===== src/rtl/sha256_stream_hasher_top_assert.svh =====
// Assertion macros for the SHA-256 stream hasher.
// Each macro expects clk and arst_n in scope.
`ifndef SHA256_STREAM_HASHER_TOP_ASSERT_SVH
`define SHA256_STREAM_HASHER_TOP_ASSERT_SVH

// Same-cycle implication.
`define SHS_ASSERT_IMPLY(lbl, ante, cons) \
	lbl: assert property (@(posedge clk) disable iff (!arst_n) (ante) |-> (cons)) \
		else $error("shs assertion failed");

// Next-cycle implication.
`define SHS_ASSERT_NEXT(lbl, ante, cons) \
	lbl: assert property (@(posedge clk) disable iff (!arst_n) (ante) |=> (cons)) \
		else $error("shs assertion failed");

`endif


===== src/rtl/shs_pkg.sv =====
`default_nettype none
package shs_pkg;

	typedef enum logic [2:0] {
		ST_IDLE,
		ST_MARK,
		ST_ZERO,
		ST_LEN,
		ST_INIT,
		ST_ROUND,
		ST_FOLD,
		ST_DIGEST
	} state_t;

	typedef enum logic [1:0] {
		SRC_IN,
		SRC_MARK,
		SRC_ZERO,
		SRC_LEN
	} byte_src_t;

	typedef struct packed {
		logic      push;
		byte_src_t src;
		logic      count;
		logic      load_work;
		logic      round;
		logic      fold;
		logic      load_digest;
	} cmd_t;

	typedef struct packed {
		logic fill_last;
		logic fill_56;
		logic round_last;
		logic out_busy;
	} stat_t;

	localparam logic [7:0] PAD_MARK = 8'h80;
	localparam logic [5:0] LEN_START = 6'd56;

	localparam logic [31:0] INIT_H [8] = '{
		32'h6a09e667, 32'hbb67ae85, 32'h3c6ef372, 32'ha54ff53a,
		32'h510e527f, 32'h9b05688c, 32'h1f83d9ab, 32'h5be0cd19
	};

	localparam logic [31:0] ROUND_K [64] = '{
		32'h428a2f98, 32'h71374491, 32'hb5c0fbcf, 32'he9b5dba5,
		32'h3956c25b, 32'h59f111f1, 32'h923f82a4, 32'hab1c5ed5,
		32'hd807aa98, 32'h12835b01, 32'h243185be, 32'h550c7dc3,
		32'h72be5d74, 32'h80deb1fe, 32'h9bdc06a7, 32'hc19bf174,
		32'he49b69c1, 32'hefbe4786, 32'h0fc19dc6, 32'h240ca1cc,
		32'h2de92c6f, 32'h4a7484aa, 32'h5cb0a9dc, 32'h76f988da,
		32'h983e5152, 32'ha831c66d, 32'hb00327c8, 32'hbf597fc7,
		32'hc6e00bf3, 32'hd5a79147, 32'h06ca6351, 32'h14292967,
		32'h27b70a85, 32'h2e1b2138, 32'h4d2c6dfc, 32'h53380d13,
		32'h650a7354, 32'h766a0abb, 32'h81c2c92e, 32'h92722c85,
		32'ha2bfe8a1, 32'ha81a664b, 32'hc24b8b70, 32'hc76c51a3,
		32'hd192e819, 32'hd6990624, 32'hf40e3585, 32'h106aa070,
		32'h19a4c116, 32'h1e376c08, 32'h2748774c, 32'h34b0bcb5,
		32'h391c0cb3, 32'h4ed8aa4a, 32'h5b9cca4f, 32'h682e6ff3,
		32'h748f82ee, 32'h78a5636f, 32'h84c87814, 32'h8cc70208,
		32'h90befffa, 32'ha4506ceb, 32'hbef9a3f7, 32'hc67178f2
	};

endpackage
`default_nettype wire


===== src/rtl/shs_if.sv =====
`default_nettype none
interface shs_in_if;
	logic       valid;
	logic       ready;
	logic [7:0] data_byte;
	logic       byte_valid;
	logic       msg_end;

	modport source (output valid, output data_byte, output byte_valid, output msg_end,
		input ready);
	modport sink (input valid, input data_byte, input byte_valid, input msg_end,
		output ready);
endinterface

interface shs_out_if;
	logic        valid;
	logic        ready;
	logic [31:0] digest_word;
	logic [2:0]  word_index;
	logic        final_word;

	modport source (output valid, output digest_word, output word_index,
		output final_word, input ready);
	modport sink (input valid, input digest_word, input word_index,
		input final_word, output ready);
endinterface
`default_nettype wire


===== src/rtl/shs_datapath.sv =====
`default_nettype none
module shs_datapath
	import shs_pkg::*;
(
	input  wire logic        clk,
	input  wire logic        arst_n,
	input  wire cmd_t        cmd,
	output stat_t            stat,
	input  wire logic [7:0]  data_byte,
	output logic             out_valid,
	input  wire logic        out_ready,
	output logic [31:0]      digest_word,
	output logic [2:0]       word_index,
	output logic             final_word
);

	function automatic logic [31:0] ror(input logic [31:0] x, input int unsigned n);
		return (x >> n) | (x << (32 - n));
	endfunction

	// The 16-word window is both the block buffer and the message schedule:
	// bytes shift in at the bottom, and each round shifts in one new word.
	logic [511:0] win_q;
	logic [5:0]   fill_q;
	logic [63:0]  total_q;
	logic [31:0]  chain_q [8];
	logic [31:0]  v_q [8];
	logic [5:0]   round_q;
	logic [31:0]  dig_q [8];
	logic         busy_q;
	logic [2:0]   idx_q;

	logic [63:0]  bit_len;
	logic [63:0]  len_shift;
	logic [7:0]   push_byte;
	logic [31:0]  w0, w1, w9, w14, w_new;
	logic [31:0]  s0, s1, big0, big1, ch, maj, t1, t2;

	always_comb begin
		bit_len   = {total_q[60:0], 3'b000};
		len_shift = bit_len << {fill_q[2:0], 3'b000};
		case (cmd.src)
			SRC_IN:   push_byte = data_byte;
			SRC_MARK: push_byte = PAD_MARK;
			SRC_ZERO: push_byte = 8'h00;
			SRC_LEN:  push_byte = len_shift[63:56];
			default:  push_byte = 8'h00;
		endcase
	end

	always_comb begin
		w0    = win_q[511:480];
		w1    = win_q[479:448];
		w9    = win_q[223:192];
		w14   = win_q[63:32];
		s0    = ror(w1, 7) ^ ror(w1, 18) ^ (w1 >> 3);
		s1    = ror(w14, 17) ^ ror(w14, 19) ^ (w14 >> 10);
		w_new = w0 + s0 + w9 + s1;
		big1  = ror(v_q[4], 6) ^ ror(v_q[4], 11) ^ ror(v_q[4], 25);
		ch    = (v_q[4] & v_q[5]) ^ (~v_q[4] & v_q[6]);
		t1    = v_q[7] + big1 + ch + ROUND_K[round_q] + w0;
		big0  = ror(v_q[0], 2) ^ ror(v_q[0], 13) ^ ror(v_q[0], 22);
		maj   = (v_q[0] & v_q[1]) ^ (v_q[0] & v_q[2]) ^ (v_q[1] & v_q[2]);
		t2    = big0 + maj;
	end

	always_ff @(posedge clk) begin
		if (cmd.push) begin
			win_q <= {win_q[503:0], push_byte};
		end else if (cmd.round) begin
			win_q <= {win_q[479:0], w_new};
		end
		if (cmd.load_work) begin
			v_q <= chain_q;
		end else if (cmd.round) begin
			v_q[0] <= t1 + t2;
			v_q[1] <= v_q[0];
			v_q[2] <= v_q[1];
			v_q[3] <= v_q[2];
			v_q[4] <= v_q[3] + t1;
			v_q[5] <= v_q[4];
			v_q[6] <= v_q[5];
			v_q[7] <= v_q[6];
		end
		if (cmd.load_digest) begin
			dig_q <= chain_q;
		end else if (busy_q && out_ready) begin
			for (int i = 0; i < 7; i++) begin
				dig_q[i] <= dig_q[i + 1];
			end
		end
	end

	always_ff @(posedge clk or negedge arst_n) begin
		if (!arst_n) begin
			fill_q  <= '0;
			total_q <= '0;
			chain_q <= INIT_H;
			round_q <= '0;
			busy_q  <= 1'b0;
			idx_q   <= '0;
		end else begin
			if (cmd.load_digest) begin
				fill_q  <= '0;
				total_q <= '0;
				chain_q <= INIT_H;
			end else begin
				if (cmd.push) begin
					fill_q <= fill_q + 6'd1;
				end
				if (cmd.count) begin
					total_q <= total_q + 64'd1;
				end
				if (cmd.fold) begin
					for (int i = 0; i < 8; i++) begin
						chain_q[i] <= chain_q[i] + v_q[i];
					end
				end
			end
			if (cmd.load_work) begin
				round_q <= '0;
			end else if (cmd.round) begin
				round_q <= round_q + 6'd1;
			end
			if (cmd.load_digest) begin
				busy_q <= 1'b1;
				idx_q  <= '0;
			end else if (busy_q && out_ready) begin
				idx_q <= idx_q + 3'd1;
				if (idx_q == 3'd7) begin
					busy_q <= 1'b0;
				end
			end
		end
	end

	always_comb begin
		stat.fill_last  = (fill_q == 6'd63);
		stat.fill_56    = (fill_q == LEN_START);
		stat.round_last = (round_q == 6'd63);
		stat.out_busy   = busy_q;
		out_valid       = busy_q;
		digest_word     = dig_q[0];
		word_index      = idx_q;
		final_word      = (idx_q == 3'd7);
	end

endmodule
`default_nettype wire


===== src/rtl/shs_controller.sv =====
`default_nettype none
module shs_controller
	import shs_pkg::*;
(
	input  wire logic  clk,
	input  wire logic  arst_n,
	input  wire logic  in_valid,
	input  wire logic  byte_valid,
	input  wire logic  msg_end,
	output logic       in_ready,
	input  wire stat_t stat,
	output cmd_t       cmd
);

	state_t state_q, state_d;
	state_t ret_q, ret_d;

	always_ff @(posedge clk or negedge arst_n) begin
		if (!arst_n) begin
			state_q <= ST_IDLE;
			ret_q   <= ST_IDLE;
		end else begin
			state_q <= state_d;
			ret_q   <= ret_d;
		end
	end

	always_comb begin
		state_d  = state_q;
		ret_d    = ret_q;
		cmd      = '0;
		cmd.src  = SRC_IN;
		in_ready = (state_q == ST_IDLE);
		case (state_q)
			ST_IDLE: begin
				if (in_valid) begin
					cmd.push  = byte_valid;
					cmd.count = byte_valid;
					if (byte_valid && stat.fill_last) begin
						state_d = ST_INIT;
						ret_d   = msg_end ? ST_MARK : ST_IDLE;
					end else if (msg_end) begin
						state_d = ST_MARK;
					end
				end
			end
			ST_MARK: begin
				cmd.push = 1'b1;
				cmd.src  = SRC_MARK;
				if (stat.fill_last) begin
					state_d = ST_INIT;
					ret_d   = ST_ZERO;
				end else begin
					state_d = ST_ZERO;
				end
			end
			ST_ZERO: begin
				if (stat.fill_56) begin
					state_d = ST_LEN;
				end else begin
					cmd.push = 1'b1;
					cmd.src  = SRC_ZERO;
					if (stat.fill_last) begin
						state_d = ST_INIT;
						ret_d   = ST_ZERO;
					end
				end
			end
			ST_LEN: begin
				cmd.push = 1'b1;
				cmd.src  = SRC_LEN;
				if (stat.fill_last) begin
					state_d = ST_INIT;
					ret_d   = ST_DIGEST;
				end
			end
			ST_INIT: begin
				cmd.load_work = 1'b1;
				state_d       = ST_ROUND;
			end
			ST_ROUND: begin
				cmd.round = 1'b1;
				if (stat.round_last) begin
					state_d = ST_FOLD;
				end
			end
			ST_FOLD: begin
				cmd.fold = 1'b1;
				state_d  = ret_q;
			end
			ST_DIGEST: begin
				// The previous digest must have drained before this one is loaded.
				if (!stat.out_busy) begin
					cmd.load_digest = 1'b1;
					state_d         = ST_IDLE;
				end
			end
			default: begin
				state_d = ST_IDLE;
			end
		endcase
	end

endmodule
`default_nettype wire


===== src/rtl/sha256_stream_hasher_top.sv =====
// SHA-256 stream hasher.
// byte_ch takes one word per handshake: a message byte (data_byte, valid
// when byte_valid is set) and msg_end, which closes the message. A word
// with msg_end and no byte closes the message without adding a byte.
// digest_ch gives the digest as eight 32-bit words, word_index 0 first,
// with final_word set on the eighth.
// A data word without msg_end that does not fill the block leaves byte_ch
// ready for the next word. The word that completes a 64-byte block is
// followed by a compression (load, 64 rounds at one round per cycle, chain
// update) in which byte_ch is not ready. After an end word the pad bytes
// are shifted in one per cycle between compressions (one or two of them),
// and the first digest word shows after the last compression, later only
// if the previous digest is still waiting in the output buffer.
// The digest is copied to an output buffer, so byte_ch takes the next
// message while digest_ch is stalled; a later digest waits only until the
// buffer has drained. Reset loads the initial hash values and clears the
// byte count and the output buffer.
`default_nettype none
module sha256_stream_hasher_top
	import shs_pkg::*;
(
	input wire logic clk,
	input wire logic arst_n,
	shs_in_if.sink   byte_ch,
	shs_out_if.source digest_ch
);

	`include "sha256_stream_hasher_top_assert.svh"

	cmd_t  ctl_cmd;
	stat_t dp_stat;
	logic  in_ready;

	shs_controller u_ctl (
		.clk        (clk),
		.arst_n     (arst_n),
		.in_valid   (byte_ch.valid),
		.byte_valid (byte_ch.byte_valid),
		.msg_end    (byte_ch.msg_end),
		.in_ready   (in_ready),
		.stat       (dp_stat),
		.cmd        (ctl_cmd)
	);

	shs_datapath u_dp (
		.clk         (clk),
		.arst_n      (arst_n),
		.cmd         (ctl_cmd),
		.stat        (dp_stat),
		.data_byte   (byte_ch.data_byte),
		.out_valid   (digest_ch.valid),
		.out_ready   (digest_ch.ready),
		.digest_word (digest_ch.digest_word),
		.word_index  (digest_ch.word_index),
		.final_word  (digest_ch.final_word)
	);

	assign byte_ch.ready = in_ready;

	// An end word always leads into padding.
	`SHS_ASSERT_NEXT(a_end_pads, byte_ch.valid && byte_ch.ready && byte_ch.msg_end, !byte_ch.ready)
	// After the last digest word is taken, the buffer is empty.
	`SHS_ASSERT_NEXT(a_final_drains, digest_ch.valid && digest_ch.ready && digest_ch.final_word, !digest_ch.valid)
	// A digest is never loaded over one still waiting.
	`SHS_ASSERT_IMPLY(a_no_overwrite, ctl_cmd.load_digest, !digest_ch.valid)

endmodule
`default_nettype wire

===== src/flat_wrapper.sv =====
// flat-port wrapper written by rule: the top's interface ports become plain ports
module sha256_stream_hasher_top_flat import shs_pkg::*;
  (clk, arst_n, byte_ch_valid, byte_ch_data_byte, byte_ch_byte_valid, byte_ch_msg_end, byte_ch_ready, digest_ch_valid, digest_ch_digest_word, digest_ch_word_index, digest_ch_final_word, digest_ch_ready);
  shs_in_if byte_ch_i ();
  shs_out_if digest_ch_i ();
  input wire logic clk;
  input wire logic arst_n;
  input wire logic [$bits(byte_ch_i.valid)-1:0] byte_ch_valid;
  input wire logic [$bits(byte_ch_i.data_byte)-1:0] byte_ch_data_byte;
  input wire logic [$bits(byte_ch_i.byte_valid)-1:0] byte_ch_byte_valid;
  input wire logic [$bits(byte_ch_i.msg_end)-1:0] byte_ch_msg_end;
  output wire logic [$bits(byte_ch_i.ready)-1:0] byte_ch_ready;
  output wire logic [$bits(digest_ch_i.valid)-1:0] digest_ch_valid;
  output wire logic [$bits(digest_ch_i.digest_word)-1:0] digest_ch_digest_word;
  output wire logic [$bits(digest_ch_i.word_index)-1:0] digest_ch_word_index;
  output wire logic [$bits(digest_ch_i.final_word)-1:0] digest_ch_final_word;
  input wire logic [$bits(digest_ch_i.ready)-1:0] digest_ch_ready;
  assign byte_ch_i.valid = byte_ch_valid;
  assign byte_ch_i.data_byte = byte_ch_data_byte;
  assign byte_ch_i.byte_valid = byte_ch_byte_valid;
  assign byte_ch_i.msg_end = byte_ch_msg_end;
  assign byte_ch_ready = byte_ch_i.ready;
  assign digest_ch_valid = digest_ch_i.valid;
  assign digest_ch_digest_word = digest_ch_i.digest_word;
  assign digest_ch_word_index = digest_ch_i.word_index;
  assign digest_ch_final_word = digest_ch_i.final_word;
  assign digest_ch_i.ready = digest_ch_ready;
  sha256_stream_hasher_top u_core (.clk(clk), .arst_n(arst_n), .byte_ch(byte_ch_i), .digest_ch(digest_ch_i));
endmodule

===== config.mk =====
export PLATFORM = sky130hd
export DESIGN_NAME = sha256_stream_hasher_top_flat
export DESIGN_NICKNAME = d
export VERILOG_FILES = /design/src/rtl/shs_pkg.sv /design/src/rtl/shs_if.sv /design/src/rtl/shs_datapath.sv /design/src/rtl/shs_controller.sv /design/src/rtl/sha256_stream_hasher_top.sv /design/src/flat_wrapper.sv
export VERILOG_INCLUDE_DIRS = /design/src /design/src/rtl
export SDC_FILE = /design/constraint.sdc
export NUM_CORES = 2
export LEC_CHECK = 0
export BUFFER_PORTS_ARGS = -buffer_cell sky130_fd_sc_hd__buf_2
export CORE_MARGIN = 2
export CORE_UTILIZATION = 25
export CTS_CLUSTER_DIAMETER = 30
export DETAILED_ROUTE_END_ITERATION = 8
export GPL_TIMING_DRIVEN = 0
export MAX_ROUTING_LAYER = met4
export PLACE_DENSITY = 0.42
export REMOVE_ABC_BUFFERS = 1
export SLEW_MARGIN = 20
export SYNTH_ARGS = -nofsm -noshare
export SYNTH_HDL_FRONTEND = slang
export SYNTH_SLANG_ARGS = --single-unit

===== constraint.sdc =====
create_clock -name clk -period 36.7 [get_ports clk]
set_input_delay 3.67 -clock clk [delete_from_list [all_inputs] [get_ports clk]]
set_output_delay 3.67 -clock clk [all_outputs]
set_load 0.05 [all_outputs]

==> run summary <==
The flow ran to the end, and the final reports show no timing, DRC or antenna violations. The post-detailed-route count of antenna-violating nets came out at 0. The final worst-path setup slack came out at approximately 26 ns. The total negative slack for setup checks came out at 0 ns. The worst path needs 10.70 ns of the cycle, external delays included. In this run the worst setup path begins at u_core.u_dp.round_q[0]$_DFFE_PN0P_. The internal power consumption is between 0.003 and 0.004 W.

The area taken by flip-flops and latches is just under 40000 um^2. At the pin with the least slew margin, the transition time is approximately 1.1 ns. The number of H-tree branching levels is 5. The net load switching power is 0.00106 W. The number of post-CTS setup repair buffers is 0. The maximum number of buffers from clock root to sink is 4. Sequential cells burn between 30% and 40% of the power.

The worst supply voltage drop on vdd is ~37 uV. The cell area after synthesis is 84900 um^2. The worst slack at placement came out at about 26 ns.

The data arrival time of the worst path is between 10 and 15 ns. The number of antenna diodes is 0. For this run, the number of Yosys warnings is 0.

After detailed routing, the average wire length per cell comes to between 15 and 20 um. Summing all non-filler instances in the final layout gives an area of 104000 um^2. The largest driver fanout on the critical path is 23.

The area share of the largest cell type after synthesis came out at between 30 and 40%. The cell area power density came out at roughly 48 nW/um^2. The total clock buffers created by CTS is between 300 and 400. The die span in x is ~600 um. The maximum number of pins on one net before global-route repair came out at 85. The number of failing setup endpoints in the final timing report is 0. Summing the sequential cell areas from Yosys gives a little under half of the chip area. The logic gate share of total power is 1.7%. In the routed layout, each cell is associated on average with a via count of approximately 4.6. The count of hold buffers inserted by post-cts repair is 0. Row generation in the floorplan step produced approximately 210 rows.

The endpoint required time on the critical path came out at around 37 ns. In this run the clock root is driven by a sky130_fd_sc_hd__clkbuf_16. The startpoint identified for the worst register-to-register timing path is u_core.u_dp.round_q[0]$_DFFE_PN0P_.

The most common library cell in the layout ignoring fill and taps is sky130_fd_sc_hd__nand2_1. The worst hold path class is register to register. The async set-reset flop share out of synthesis came out at approximately 25%. The insertion delay of the later-clocked pin in the worst-skew pair is a little under 0.9 ns. The final clock skew came out at between 0.08 and 0.09 ns. The critical path is of the register to register type. The share of total power consumed by net switching came out at between 20% and 30%. The leakage power came out at 44.6 nW. The most used flip-flop cell after synthesis is sky130_fd_sc_hd__edfxtp_1.

The total congestion overflow is 0. The routed via count is ~65000. Timing would allow up to between 0.09 and 0.1 GHz. Global routing used approximately 16% of the available tracks across all layers.

By instance count, the cell type seen most on the critical path is sky130_fd_sc_hd__inv_1. The worst slew slack as a fraction of its limit is between 20% and 30%. The biggest area consumer among synthesized cells is sky130_fd_sc_hd__edfxtp_1.

A synthesized cell averages about 9.2 um^2. TritonCTS built the clock tree. The total core area came out at 339000 um^2.

The number of different library cells used by synthesis comes to 102. The worst register-to-register path ends at u_core.u_dp.v_q[254]$_DFFE_PP_. The initial DRC count came out at 4374. The die is between 500 and 600 um tall. The total of cells resized after clock tree synthesis is 0. The number of pins with negative max-slew slack in the final report came to 0. For the worst flop-to-flop path, the logic depth is 32. After filler insertion, the fill cell instance count of the layout stands at roughly 35000. Counting flops and latches in the post-synthesis netlist gives 1363. The weighted congestion at the end of routability-driven global placement is between 0.8 and 0.9. For this configuration, the core starts out at a cell density of about a quarter.

The number of sinks handled by clock tree synthesis is 1363. The max-cap check violation count is 0. Following the worst setup path forward leads to its endpoint at u_core.u_dp.v_q[254]$_DFFE_PP_. In the layout the commonest cells are 3022 x sky130_fd_sc_hd__nand2_1, 1024 x sky130_fd_sc_hd__edfxtp_1, 506 x sky130_fd_sc_hd__o21ai_0. The count of flip-flops with a built-in enable after synthesis came out at slightly above 1000.

The number of antenna violations at the first check in global routing was 1. After layout, the worst path uses 29.2% of the clock period. The top-level port count came out at 52. In this run the tool buffered the top-level ports with 51 buffer cells.

The post-route DRC violation count came out at 0. The cell area after placement is a little over 90000 um^2. The peak per-stage delay on the critical path came out at about 1 ns. The area growth from synthesis to layout is 22.5%. The worst setup path is launched from a register.

On the final layout, the worst hold slack is 0.475 ns. The count of final hold-check violations came out at 0. The die area is about 340000 um^2.

For this design, the slowest cell found on the critical path is sky130_fd_sc_hd__dfrtp_1. The post-detailed-routing wire length is around 280000 um. The total number of nets in the final design is around 10000. The sum of internal, switching and leakage power came out at 0.00499 W. STA classifies the critical path endpoint as a register. The placed wire-length estimate after detailed placement came out at ~200000 um. By area the synthesized netlist is led by sky130_fd_sc_hd__edfxtp_1 36%, sky130_fd_sc_hd__nand2_1 13%, sky130_fd_sc_hd__dfrtp_1 6.0%, sky130_fd_sc_hd__ha_1 5.9%, sky130_fd_sc_hd__fa_1 4.6%.

The setup check on the worst reg-to-reg path leaves a slack of ~26 ns. The number of global-route vias before repair came out at slightly below 70000. The clock-pin slew reported for the worst setup and hold paths after clock tree synthesis came out at about 0.040 ns. The detailed-routing iteration count for the pre-antenna-repair pass came out at 6. The first-pass GRT wire length came out at 420000 um.

The multi-input combinational cells in the finished layout cover a total of about 42000 um^2. Setup repair after global routing left no endpoint under its margin. The cell count after synthesis came out at 9218. The fraction of layout cells with a size suffix above 1 came out at 10.8%. The clock network burns between 60% and 70% of the power.
power by group through the flow:
stage / sequential, W / combinational (W) / clock [W]
final: 0.00167 / 0.0000827 / 0.00323
after global routing: 0.00167 / 0.0000906 / 0.00338
after CTS: 0.00168 / 0.0000871 / 0.00329
after detailed placement: 0.00170 / 0.0000870 / 0
after global placement: 0.00173 / 0.0000746 / 0
after floorplan: 0.00173 / 0.0000218 / 0
logic make-up (layout without fill, tap and decap cells):
kind of cell | Yosys count | in the layout | share of synthesized area (%)
AO/OA/AOI/OAI | 1677 | 1677 | 12.3
XOR/XNOR | 619 | 619 | 6.38
adder cells (fa/ha/maj) | 619 | 619 | 10.8
buffers and inverters | 963 | 1325 | 4.41
flip-flops | 1363 | 1363 | 46.4
multiplexers | 65 | 65 | 1.00
AND/OR/NAND/NOR | 3912 | 3912 | 18.7
critical path, delay by kind of cell (launching register included):
kind / cells / cell delay, ns
buf+inv: 5 / 1.27
mux: 1 / 0.70
compound gates: 13 / 3.01
fa+ha+maj: 6 / 2.59
flops: 1 / 0.98
xor+xnor: 2 / 0.86
simple gates: 5 / 1.04
state kept, by name (all words and copies together), names as in the netlist:
register	flops
u_core.u_dp.digest_word	32
u_core.u_dp.out_valid	1
u_core.u_dp.fill_q	6
u_core.u_dp.chain_q	256
u_core.u_ctl.state_q	3
u_core.u_dp.dig_q	224
u_core.u_dp.round_q	6
u_core.u_dp.win_q	512
u_core.u_dp.v_q	256
u_core.u_ctl.ret_q	3
u_core.u_dp.word_index	3
u_core.u_dp.total_q	61
through the flow:
step,utilization [%],std cells
2_1_floorplan,-,8696
3_3_place_gp,26.2,13283
3_5_place_dp,27.0,13421
4_1_cts,30.7,14116
5_1_grt,30.7,14116
6_report,30.7,14116
synthesized netlist by cell type, types with 36 or more instances:
| library cell | count |
|---|---|
| sky130_fd_sc_hd__a211oi_1 | 52 |
| sky130_fd_sc_hd__a21o_1 | 157 |
| sky130_fd_sc_hd__a21oi_1 | 434 |
| sky130_fd_sc_hd__a31oi_1 | 41 |
| sky130_fd_sc_hd__and3_1 | 40 |
| sky130_fd_sc_hd__clkbuf_1 | 464 |
| sky130_fd_sc_hd__dfrtp_1 | 203 |
| sky130_fd_sc_hd__dfstp_2 | 136 |
| sky130_fd_sc_hd__edfxtp_1 | 1024 |
| sky130_fd_sc_hd__fa_1 | 197 |
| sky130_fd_sc_hd__ha_1 | 400 |
| sky130_fd_sc_hd__inv_1 | 435 |
| sky130_fd_sc_hd__nand2_1 | 3027 |
| sky130_fd_sc_hd__nand2b_1 | 74 |
| sky130_fd_sc_hd__nand3_1 | 120 |
| sky130_fd_sc_hd__nor2_1 | 344 |
| sky130_fd_sc_hd__nor2b_1 | 49 |
| sky130_fd_sc_hd__nor3_1 | 82 |
| sky130_fd_sc_hd__o211ai_1 | 100 |
| sky130_fd_sc_hd__o21a_1 | 48 |
| sky130_fd_sc_hd__o21ai_0 | 512 |
| sky130_fd_sc_hd__o21ai_1 | 36 |
| sky130_fd_sc_hd__o21bai_1 | 44 |
| sky130_fd_sc_hd__o31ai_1 | 36 |
| sky130_fd_sc_hd__or3_1 | 40 |
| sky130_fd_sc_hd__xnor2_1 | 342 |
| sky130_fd_sc_hd__xor2_1 | 277 |
worst min path at each step:
stage | start | end | slack, ns | cells after the start
floorplan | u_core.u_ctl.ret_q[1]$_DFFE_PN0P_ | u_core.u_ctl.ret_q[1]$_DFFE_PN0P_ | 0.44 | 2
global placement | u_core.u_ctl.ret_q[1]$_DFFE_PN0P_ | u_core.u_ctl.ret_q[1]$_DFFE_PN0P_ | 0.45 | 2
detailed placement | u_core.u_ctl.ret_q[2]$_DFFE_PN0P_ | u_core.u_ctl.ret_q[2]$_DFFE_PN0P_ | 0.47 | 2
CTS | u_core.u_ctl.ret_q[2]$_DFFE_PN0P_ | u_core.u_ctl.ret_q[2]$_DFFE_PN0P_ | 0.48 | 2
global route | u_core.u_dp.dig_q[157]$_DFFE_PP_ | u_core.u_dp.dig_q[189]$_DFFE_PP_ | 0.52 | 2
finish | u_core.u_ctl.ret_q[2]$_DFFE_PN0P_ | u_core.u_ctl.ret_q[2]$_DFFE_PN0P_ | 0.47 | 2
per-layer routing:
layer  up-vias  GRT usage [%]  wire [um]
li1      31606              -          -
met1     31749           20.5     125000
met2      1445           26.8     133000
met3       502           1.93      10100
met4         0           5.43       9120
met5         -              -          0
layout make-up:
type,instances,share of cell area (%)
repair buffers,189,2.69
inverters,441,1.60
flip-flops and latches,1363,37.9
well taps,4536,5.46
clock inverters,191,1.88
multi-input cells,6892,40.3
clock buffers,504,10.2
Note: power is estimated with default switching activity, not from simulation.
